**src/hw/rtl/kjc_pkg.sv**
```systemverilog
// ----------------------------------------------------------------------------
// kjc_pkg
// Shared types, register offsets and command codes of the keyboard and
// joystick port block.
// ----------------------------------------------------------------------------
package kjc_pkg;

	localparam int KEY_ROWS       = 8;
	localparam int JOYSTICK_COUNT = 2;
	localparam int ROW_W          = $clog2(KEY_ROWS);
	localparam int JOY_W          = $clog2(JOYSTICK_COUNT);
	localparam int PERIOD_W       = 20;

	localparam logic [PERIOD_W-1:0] PERIOD_RESET = PERIOD_W'(16700);
	localparam logic [7:0]          BYTE_ONES    = 8'hFF;

	// commands
	localparam logic [2:0] CMD_READ  = 3'd0;
	localparam logic [2:0] CMD_WRITE = 3'd1;
	localparam logic [2:0] CMD_TICK  = 3'd2;
	localparam logic [2:0] CMD_KEY   = 3'd3;
	localparam logic [2:0] CMD_JOY   = 3'd4;

	// register offsets inside the window
	localparam logic [7:0] OFF_PORT_A = 8'h00;
	localparam logic [7:0] OFF_PORT_B = 8'h01;
	localparam logic [7:0] OFF_DDR_A  = 8'h02;
	localparam logic [7:0] OFF_DDR_B  = 8'h03;
	localparam logic [7:0] OFF_ICR    = 8'h0D;
	localparam logic [7:0] OFF_CRA    = 8'h0E;

	// interrupt and timer control bits
	localparam int ICR_SET_BIT   = 7;
	localparam int ICR_TIMER_BIT = 0;
	localparam int CRA_START_BIT = 0;

	typedef struct packed {
		logic [2:0] command;
		logic [7:0] reg_offset;
		logic [7:0] write_data;
		logic [3:0] key_row;
		logic [2:0] key_column;
		logic       pressed;
		logic [1:0] joystick_index;
		logic [2:0] button_index;
	} kjc_item_t;

	typedef struct packed {
		logic [7:0] read_data;
		logic       irq;
		logic       error;
	} kjc_result_t;

	typedef logic [KEY_ROWS-1:0][7:0]       kjc_matrix_t;
	typedef logic [JOYSTICK_COUNT-1:0][7:0] kjc_joy_t;

endpackage

```
**src/hw/rtl/kjc_if.sv**
```systemverilog
// ----------------------------------------------------------------------------
// kjc channel interfaces
// Valid/ready channels for input items, result items and the period register.
// ----------------------------------------------------------------------------
interface kjc_item_if;
	logic       valid;
	logic       ready;
	logic [2:0] command;
	logic [7:0] reg_offset;
	logic [7:0] write_data;
	logic [3:0] key_row;
	logic [2:0] key_column;
	logic       pressed;
	logic [1:0] joystick_index;
	logic [2:0] button_index;

	modport source (output valid, command, reg_offset, write_data, key_row, key_column,
		pressed, joystick_index, button_index, input ready);
	modport sink (input valid, command, reg_offset, write_data, key_row, key_column,
		pressed, joystick_index, button_index, output ready);
endinterface

interface kjc_result_if;
	logic       valid;
	logic       ready;
	logic [7:0] read_data;
	logic       irq;
	logic       error;

	modport source (output valid, read_data, irq, error, input ready);
	modport sink (input valid, read_data, irq, error, output ready);
endinterface

interface kjc_cfg_if;
	logic        valid;
	logic        ready;
	logic [19:0] data;

	modport source (output valid, data, input ready);
	modport sink (input valid, data, output ready);
endinterface

```
**src/hw/rtl/kjc_scan.sv**
```systemverilog
// ----------------------------------------------------------------------------
// kjc_scan
// Port B read value: key rows selected by port A merged with joystick 0.
// ----------------------------------------------------------------------------
module kjc_scan (
	input  logic [7:0]          port_a,
	input  logic [7:0]          direction_b,
	input  kjc_pkg::kjc_matrix_t key_matrix,
	input  logic [7:0]          joy0,
	output logic [7:0]          scan_data
);
	import kjc_pkg::*;

	logic [ROW_W-1:0] sel_row;
	logic [7:0]       all_rows;

	// find the highest clear bit of port A
	always_comb begin
		sel_row = '0;
		for (int i = 0; i < 8; i++) begin
			if (!port_a[i]) begin
				sel_row = ROW_W'(i);
			end
		end
	end

	// AND of every row
	always_comb begin
		all_rows = BYTE_ONES;
		for (int r = 0; r < KEY_ROWS; r++) begin
			all_rows = all_rows & key_matrix[r];
		end
	end

	// pick the scan result
	always_comb begin
		if (direction_b != 8'h00) begin
			scan_data = BYTE_ONES;
		end else if (port_a == BYTE_ONES) begin
			scan_data = joy0;
		end else if (port_a == 8'h00) begin
			scan_data = all_rows & joy0;
		end else begin
			scan_data = key_matrix[sel_row] & joy0;
		end
	end

endmodule

```
**src/hw/rtl/kjc_state.sv**
```systemverilog
// ----------------------------------------------------------------------------
// kjc_state
// Chip state and the single-pass update for one item; gives the result.
// ----------------------------------------------------------------------------
module kjc_state (
	input  logic                       clk,
	input  logic                       arst_n,
	input  logic                       update,
	input  kjc_pkg::kjc_item_t         item_s1,
	input  logic [kjc_pkg::PERIOD_W-1:0] tick_period,
	output kjc_pkg::kjc_result_t       result_d
);
	import kjc_pkg::*;

	logic [7:0]          port_a_q, port_b_q, dir_a_q, dir_b_q;
	kjc_matrix_t         keys_q;
	kjc_joy_t            joy_q;
	logic                running_q, expired_q, enable_q, irq_q;
	logic [PERIOD_W-1:0] elapsed_q;

	logic [7:0]          port_a_d, port_b_d, dir_a_d, dir_b_d;
	kjc_matrix_t         keys_d;
	kjc_joy_t            joy_d;
	logic                running_d, expired_d, enable_d, irq_d;
	logic [PERIOD_W-1:0] elapsed_d, elapsed_inc;
	logic [7:0]          scan_data;
	logic [7:0]          rd;
	logic                err;

	kjc_scan u_scan (
		.port_a      (port_a_q),
		.direction_b (dir_b_q),
		.key_matrix  (keys_q),
		.joy0        (joy_q[0]),
		.scan_data   (scan_data)
	);

	assign elapsed_inc = elapsed_q + PERIOD_W'(1);

	// next state and result for the item in stage 1
	always_comb begin
		port_a_d  = port_a_q;
		port_b_d  = port_b_q;
		dir_a_d   = dir_a_q;
		dir_b_d   = dir_b_q;
		keys_d    = keys_q;
		joy_d     = joy_q;
		running_d = running_q;
		expired_d = expired_q;
		enable_d  = enable_q;
		irq_d     = irq_q;
		elapsed_d = elapsed_q;
		rd        = 8'h00;
		err       = 1'b0;
		case (item_s1.command)
			CMD_READ: begin
				case (item_s1.reg_offset)
					OFF_PORT_A: rd = joy_q[1];
					OFF_PORT_B: rd = scan_data;
					OFF_DDR_A:  rd = dir_a_q;
					OFF_DDR_B:  rd = dir_b_q;
					OFF_ICR:    expired_d = 1'b0;
					default:    rd = 8'h00;
				endcase
			end
			CMD_WRITE: begin
				case (item_s1.reg_offset)
					OFF_PORT_A: begin
						if (dir_a_q == BYTE_ONES) port_a_d = item_s1.write_data;
					end
					OFF_PORT_B: begin
						if (dir_b_q == BYTE_ONES) port_b_d = item_s1.write_data;
					end
					OFF_DDR_A: dir_a_d = item_s1.write_data;
					OFF_DDR_B: dir_b_d = item_s1.write_data;
					OFF_ICR: begin
						if (item_s1.write_data[ICR_SET_BIT]) begin
							enable_d = item_s1.write_data[ICR_TIMER_BIT];
						end else if (item_s1.write_data[ICR_TIMER_BIT]) begin
							enable_d = 1'b0;
						end
					end
					OFF_CRA: begin
						running_d = item_s1.write_data[CRA_START_BIT];
						if (item_s1.write_data[CRA_START_BIT]) elapsed_d = '0;
					end
					default: rd = 8'h00;
				endcase
			end
			CMD_TICK: begin
				if (running_q) begin
					if (elapsed_inc >= tick_period) begin
						expired_d = 1'b1;
						elapsed_d = '0;
					end else begin
						elapsed_d = elapsed_inc;
					end
				end
				irq_d = enable_q && running_q && expired_d;
			end
			CMD_KEY: begin
				if (item_s1.key_row >= 4'(KEY_ROWS)) begin
					err = 1'b1;
				end else begin
					keys_d[item_s1.key_row[ROW_W-1:0]][item_s1.key_column] = !item_s1.pressed;
				end
			end
			CMD_JOY: begin
				if (item_s1.joystick_index >= 2'(JOYSTICK_COUNT)) begin
					err = 1'b1;
				end else begin
					joy_d[item_s1.joystick_index[JOY_W-1:0]][item_s1.button_index] =
						!item_s1.pressed;
				end
			end
			default: err = 1'b0;
		endcase
	end

	assign result_d.read_data = rd;
	assign result_d.irq       = irq_d;
	assign result_d.error     = err;

	// commit state when the item moves to the result register
	always_ff @(posedge clk or negedge arst_n) begin
		if (!arst_n) begin
			port_a_q  <= BYTE_ONES;
			port_b_q  <= BYTE_ONES;
			dir_a_q   <= BYTE_ONES;
			dir_b_q   <= BYTE_ONES;
			keys_q    <= {KEY_ROWS{BYTE_ONES}};
			joy_q     <= {JOYSTICK_COUNT{BYTE_ONES}};
			running_q <= 1'b0;
			expired_q <= 1'b0;
			enable_q  <= 1'b0;
			irq_q     <= 1'b0;
			elapsed_q <= '0;
		end else if (update) begin
			port_a_q  <= port_a_d;
			port_b_q  <= port_b_d;
			dir_a_q   <= dir_a_d;
			dir_b_q   <= dir_b_d;
			keys_q    <= keys_d;
			joy_q     <= joy_d;
			running_q <= running_d;
			expired_q <= expired_d;
			enable_q  <= enable_d;
			irq_q     <= irq_d;
			elapsed_q <= elapsed_d;
		end
	end

endmodule

```
**src/hw/rtl/keyboard_joystick_cia_port_core.sv**
```systemverilog
// ----------------------------------------------------------------------------
// keyboard_joystick_cia_port_core
// Keyboard and joystick port block: input register, single-pass state update,
// result register.
//
//   channel  role   beat contents
//   item     sink   command, offset, write byte, key and joystick event fields
//   result   source read_data, irq, error (one beat per item)
//   cfg      sink   tick_period write data, always ready
//
// An accepted item passes through the input register, then the result register,
// before its result beat. One item is accepted every cycle while the result
// side takes beats. A stalled result holds the result register and then the
// input register; item ready drops only when both are full. Reset restores the
// port state and the valid flags at once; tick_period returns to 16700.
// ----------------------------------------------------------------------------
module keyboard_joystick_cia_port_core (
	input  logic         clk,
	input  logic         arst_n,
	kjc_item_if.sink     item,
	kjc_result_if.source result,
	kjc_cfg_if.sink      cfg
);
	import kjc_pkg::*;

	kjc_item_t           item_s1;
	logic                valid_s1;
	kjc_result_t         res_s2;
	logic                valid_s2;
	kjc_result_t         result_d;
	logic                advance;
	logic [PERIOD_W-1:0] period_q;

	// stage 1 moves on when the result register is free or draining
	assign advance    = !valid_s2 || result.ready;
	assign item.ready = !valid_s1 || advance;
	assign cfg.ready  = 1'b1;

	// period register
	always_ff @(posedge clk or negedge arst_n) begin
		if (!arst_n) begin
			period_q <= PERIOD_RESET;
		end else if (cfg.valid) begin
			period_q <= cfg.data;
		end
	end

	// input register
	always_ff @(posedge clk or negedge arst_n) begin
		if (!arst_n) begin
			valid_s1 <= 1'b0;
		end else if (item.ready) begin
			valid_s1 <= item.valid;
		end
	end

	always_ff @(posedge clk) begin
		if (item.ready && item.valid) begin
			item_s1.command        <= item.command;
			item_s1.reg_offset     <= item.reg_offset;
			item_s1.write_data     <= item.write_data;
			item_s1.key_row        <= item.key_row;
			item_s1.key_column     <= item.key_column;
			item_s1.pressed        <= item.pressed;
			item_s1.joystick_index <= item.joystick_index;
			item_s1.button_index   <= item.button_index;
		end
	end

	kjc_state u_state (
		.clk         (clk),
		.arst_n      (arst_n),
		.update      (advance && valid_s1),
		.item_s1     (item_s1),
		.tick_period (period_q),
		.result_d    (result_d)
	);

	// result register
	always_ff @(posedge clk or negedge arst_n) begin
		if (!arst_n) begin
			valid_s2 <= 1'b0;
		end else if (advance) begin
			valid_s2 <= valid_s1;
		end
	end

	always_ff @(posedge clk) begin
		if (advance && valid_s1) begin
			res_s2 <= result_d;
		end
	end

	assign result.valid     = valid_s2;
	assign result.read_data = res_s2.read_data;
	assign result.irq       = res_s2.irq;
	assign result.error     = res_s2.error;

endmodule

```
**src/flat_wrapper.sv**
```systemverilog
// flat-port wrapper written by rule: the top's interface ports become plain ports
module keyboard_joystick_cia_port_core_flat import kjc_pkg::*;
  (clk, arst_n, item_valid, item_command, item_reg_offset, item_write_data, item_key_row, item_key_column, item_pressed, item_joystick_index, item_button_index, item_ready, result_valid, result_read_data, result_irq, result_error, result_ready, cfg_valid, cfg_data, cfg_ready);
  kjc_item_if item_i ();
  kjc_result_if result_i ();
  kjc_cfg_if cfg_i ();
  input  logic clk;
  input  logic arst_n;
  input wire logic [$bits(item_i.valid)-1:0] item_valid;
  input wire logic [$bits(item_i.command)-1:0] item_command;
  input wire logic [$bits(item_i.reg_offset)-1:0] item_reg_offset;
  input wire logic [$bits(item_i.write_data)-1:0] item_write_data;
  input wire logic [$bits(item_i.key_row)-1:0] item_key_row;
  input wire logic [$bits(item_i.key_column)-1:0] item_key_column;
  input wire logic [$bits(item_i.pressed)-1:0] item_pressed;
  input wire logic [$bits(item_i.joystick_index)-1:0] item_joystick_index;
  input wire logic [$bits(item_i.button_index)-1:0] item_button_index;
  output wire logic [$bits(item_i.ready)-1:0] item_ready;
  output wire logic [$bits(result_i.valid)-1:0] result_valid;
  output wire logic [$bits(result_i.read_data)-1:0] result_read_data;
  output wire logic [$bits(result_i.irq)-1:0] result_irq;
  output wire logic [$bits(result_i.error)-1:0] result_error;
  input wire logic [$bits(result_i.ready)-1:0] result_ready;
  input wire logic [$bits(cfg_i.valid)-1:0] cfg_valid;
  input wire logic [$bits(cfg_i.data)-1:0] cfg_data;
  output wire logic [$bits(cfg_i.ready)-1:0] cfg_ready;
  assign item_i.valid = item_valid;
  assign item_i.command = item_command;
  assign item_i.reg_offset = item_reg_offset;
  assign item_i.write_data = item_write_data;
  assign item_i.key_row = item_key_row;
  assign item_i.key_column = item_key_column;
  assign item_i.pressed = item_pressed;
  assign item_i.joystick_index = item_joystick_index;
  assign item_i.button_index = item_button_index;
  assign item_ready = item_i.ready;
  assign result_valid = result_i.valid;
  assign result_read_data = result_i.read_data;
  assign result_irq = result_i.irq;
  assign result_error = result_i.error;
  assign result_i.ready = result_ready;
  assign cfg_i.valid = cfg_valid;
  assign cfg_i.data = cfg_data;
  assign cfg_ready = cfg_i.ready;
  keyboard_joystick_cia_port_core u_core (.clk(clk), .arst_n(arst_n), .item(item_i), .result(result_i), .cfg(cfg_i));
endmodule
```
**config.mk**
```make
export PLATFORM = sky130hd
export DESIGN_NAME = keyboard_joystick_cia_port_core_flat
export DESIGN_NICKNAME = d
export VERILOG_FILES = /design/src/hw/rtl/kjc_pkg.sv /design/src/hw/rtl/kjc_if.sv /design/src/hw/rtl/kjc_scan.sv /design/src/hw/rtl/kjc_state.sv /design/src/hw/rtl/keyboard_joystick_cia_port_core.sv /design/src/flat_wrapper.sv
export SDC_FILE = /design/constraint.sdc
export NUM_CORES = 1
export LEC_CHECK = 0
export BUFFER_PORTS_ARGS = -buffer_cell sky130_fd_sc_hd__buf_2
export CORE_MARGIN = 2
export CORE_UTILIZATION = 45
export CTS_CLUSTER_SIZE = 10
export DETAILED_ROUTE_END_ITERATION = 12
export PLACE_DENSITY = 0.75
export SETUP_SLACK_MARGIN = 0.02
export SYNTH_ARGS = -nofsm -noshare
export SYNTH_HDL_FRONTEND = slang
export SYNTH_SLANG_ARGS = --single-unit
```
**constraint.sdc**
```tcl
create_clock -name clk -period 3.25 [get_ports clk]
set_clock_uncertainty 0.1 [all_clocks]
set_input_delay 0.325 -clock clk [delete_from_list [all_inputs] [get_ports clk]]
set_output_delay 0.325 -clock clk [all_outputs]
set_load 0.005 [all_outputs]
```
==> run metrics <==
post-route worst setup slack=-154.3 ps; crit-path leading delay family=buffers and inverters; top cells by area, synth=dfstp_2 30%, edfxtp_1 13%, dfrtp_1 10%; clk_lat worst skew=440 ps; Reg clk slew, reported paths=80 ps; Hold Slack=7.185 ps; fmax=293.7 MHz; CTS tree=yes; Arr. time, crit path=3490 ps; wire length per cell=18.26 um; Detailed Routing Iterations Pass 1=6; status=complete, but fails checks; critical path type=reg2reg; RSZ-0062 raised after global routing=true; Vias/cell=5.870; drt initial violations=700; #FFs+latches synth=192; Hold Path Stages=3; Final Critical Period=3404 ps; max-cap violation count=0; Critical Path Fanout Max=7; n_diodes=0; syn_nets=977; core area=0.02096 mm2; GRT Util Overall=0.2187; Hold Vio Cnt, Final=0; Crit. path cell count=15; cell mode on critical path=buf_4; worst stage delay on the critical path=380 ps; Cell Chain, Critical Path=and4_4 > nand2_4 > nor4_4 > buf_4 > nand3_4 > xnor2_1 > ha_1 > buf_4 > buf_4 > a221oi_2 > o211ai_1 > buf_4 > buf_4 > o211ai_1 > o21ai_1; Synth Cell Area=0.009554 mm2; Root Buffer=clkbuf_16; ys flop type=dfstp_2; GRT overflow=0; TritonCTS Buffers=17; Chip Height=149.7 um; share of cells above drive strength 1=0.3343; io pins=70; power consumption=0.005537 W; worst path required time=3330 ps; Final Max Slew Viols=0; first-pass GRT wire length=38.58 mm; sequential-to-total area share from yosys stat=0.5393; r2r startpoint=u_core.u_state.elapsed_q[8]; Rel. slew slack=0.4111; EDFF count, synth=42; nature of the critical path endpoint=flip-flop; IO buf count=68; Syn Area/Cell=10.63 um2; DPL Wire Length=15.33 mm; Worst-Margin Slew=883.3 ps; Worst setup SP type=flip-flop; Placed Instances=1232; Min-Delay Path Class=in2reg; number of global-route vias before repair=7593; post-synthesis instance total=899; FILL cells=1746; row count=53; failing checks=setup timing; top cell type's share of synthesized area=0.3025; # setup viols final=22; PwrDens=470.7 mW/mm2; DRC errors left=0; number of H-tree levels=4; die width=149.7 um; post-synth top area cell=dfstp_2; vias=7778; P&R area growth vs syn=23.14%; Buf+Inv Stages, Crit Path=5; DRT antenna net count=0; hold wc startpoint=cfg_data[11]; Critical path origin=u_core.u_state.elapsed_q[8]; final wirelength=24.19 mm; Total Nets Final=1115; period utilisation layout=1.047; LEAKAGE=4.726 nW; crit path max-delay cell type=dfrtp_1; Max IR drop VDD=0.3339 mV; fin cells=1325; routability cong.=0.8805; Initial Util=0.4559; maximum clock insertion buffer count=2; asr flop ratio synth=0.7813; Yosys cell types=58; antenna violations before repair=1; clk sinks=192; Reg2Reg Depth=15; Ys Warns=0; largest net degree at the start of global routing=89; die footprint=0.02241 mm2
[per-layer routing]
layer | part of all wire | wire length, um | up-vias | GRT usage
li1 | - | - | 3654 | -
met1 | 0.44 | 10640 | 3779 | 0.2828
met2 | 0.49 | 11760 | 288 | 0.3635
met3 | 0.050 | 1221 | 57 | 0.04482
met4 | 0.024 | 570 | 0 | 0.08208
met5 | 0 | 0 | - | 0
[placed cells by master, fill, tap and decap left out, types with 21 or more instances in the layout]
master | netlist | final
inv_1 | 26 | 26
a21oi_1 | 89 | 85
dfstp_2 | 110 | 110
nand2_1 | 73 | 71
buf_4 | 1 | 63
dlygate4sd3_1 | 0 | 45
nor2_1 | 29 | 25
dfrtp_1 | 40 | 40
a31oi_1 | 65 | 65
nand4_1 | 24 | 24
buf_2 | 10 | 67
mux2i_1 | 27 | 27
edfxtp_1 | 42 | 42
o21ai_0 | 77 | 63
ha_1 | 21 | 21
[sequential cells by signal (all words and copies together), names as in the netlist, 8 cells and up]
signal and cells:
u_core.u_state.keys_q 64, u_core.result.read_data 8, u_core.u_state.dir_a_q 8, u_core.u_state.elapsed_q 20, u_core.u_state.port_a_q 8, u_core.u_state.dir_b_q 8
u_core.u_state.joy_q 16, u_core.item_s1 32, u_core.period_q 20
[metrics by stage]
step / TNS (ps) / instance area (um2) / setup slack, ps / util
floorplan: 0 / 9558 / 11.57 / -
global placement: -35.83 / 10410 / -14.92 / 0.4965
detailed placement: -3544 / 10410 / -269.3 / 0.4965
CTS: -110.5 / 11620 / -44.71 / 0.5543
global route: -4910 / 11770 / -322.9 / 0.5614
finish: -1680 / 11770 / -154.3 / 0.5614
[power breakdown]
| part | total [W] | switching, W | internal [W] | leakage, nW |
|---|---|---|---|---|
| logic | 0.000568 | 0.000327 | 0.000241 | 2.38 |
| registers | 0.00272 | 0.000102 | 0.00262 | 2.04 |
| clock network | 0.00225 | 0.000989 | 0.00126 | 0.310 |
[worst min-delay path: stages]
cell and delay [ps]:
buf_2 80, nand2_1 40, o21ai_0 60
[worst paths after layout]
check | slack, ps | endpoint
worst min-delay path | 7 | u_core.period_q[11]
worst max-delay path | -150 | u_core.result.irq
min in group asynchronous | 410 | u_core.u_state.elapsed_q[8]
worst min register to register | 400 | u_core.u_state.joy_q[11]
worst max register to register | -150 | u_core.result.irq
max in group asynchronous | 1710 | u_core.u_state.keys_q[10]
[cells in the mapped netlist (8+ instances only)]
cell	number
ha_1	21
mux2i_1	27
nand3_1	20
o31ai_1	14
o211ai_1	10
inv_1	26
nor3_1	12
clkbuf_1	46
xnor2_1	14
a31oi_1	65
a311o_1	8
and3_1	9
dfrtp_1	40
nor4_1	12
mux2_2	19
mux2_4	8
o21ai_0	77
edfxtp_1	42
a21oi_1	89
a221oi_1	17
nor2_1	29
dfstp_2	110
nand4_1	24
nand2_1	73
nand2b_1	11
buf_2	10
[cell type report]
cell class / instances / area (um2) / share of cell area
inverter: 26 / 97.59 / 0.008295
multi-input combinational: 619 / 4209 / 0.3578
clock buffer: 18 / 439.2 / 0.03733
tap: 275 / 344.1 / 0.02925
clock inverter: 14 / 196.4 / 0.01670
timing repair buffer: 181 / 1326 / 0.1127
sequential: 192 / 5152 / 0.4379
[what timing repair did]
action / 4_1_cts / 5_1_grt
hold endpoints to repair: 70 / 0
hold buffers: 45 / 0
pin swaps: 16 / 16
cloned: 0 / 0
buffers inserted: 9 / 8
resized for setup: 19 / 30
setup endpoints to repair: 23 / 23
[kinds of logic (layout without fill, tap and decap cells)]
logic type                 count (synthesis)  count (layout)  synth area share
buffers and inverters                     88             239           0.03706
AOI/OAI and AO/OA                        297             297            0.1871
other                                      1               1         0.0003925
muxes                                     54              54           0.06325
and+or+nand+nor                          228             228            0.1289
xor gates and xnor gates                  18              18           0.01650
DFF                                      192             192            0.5393
adders and majority gates                 21              21           0.02750
(Power assumes the default switching activity.)
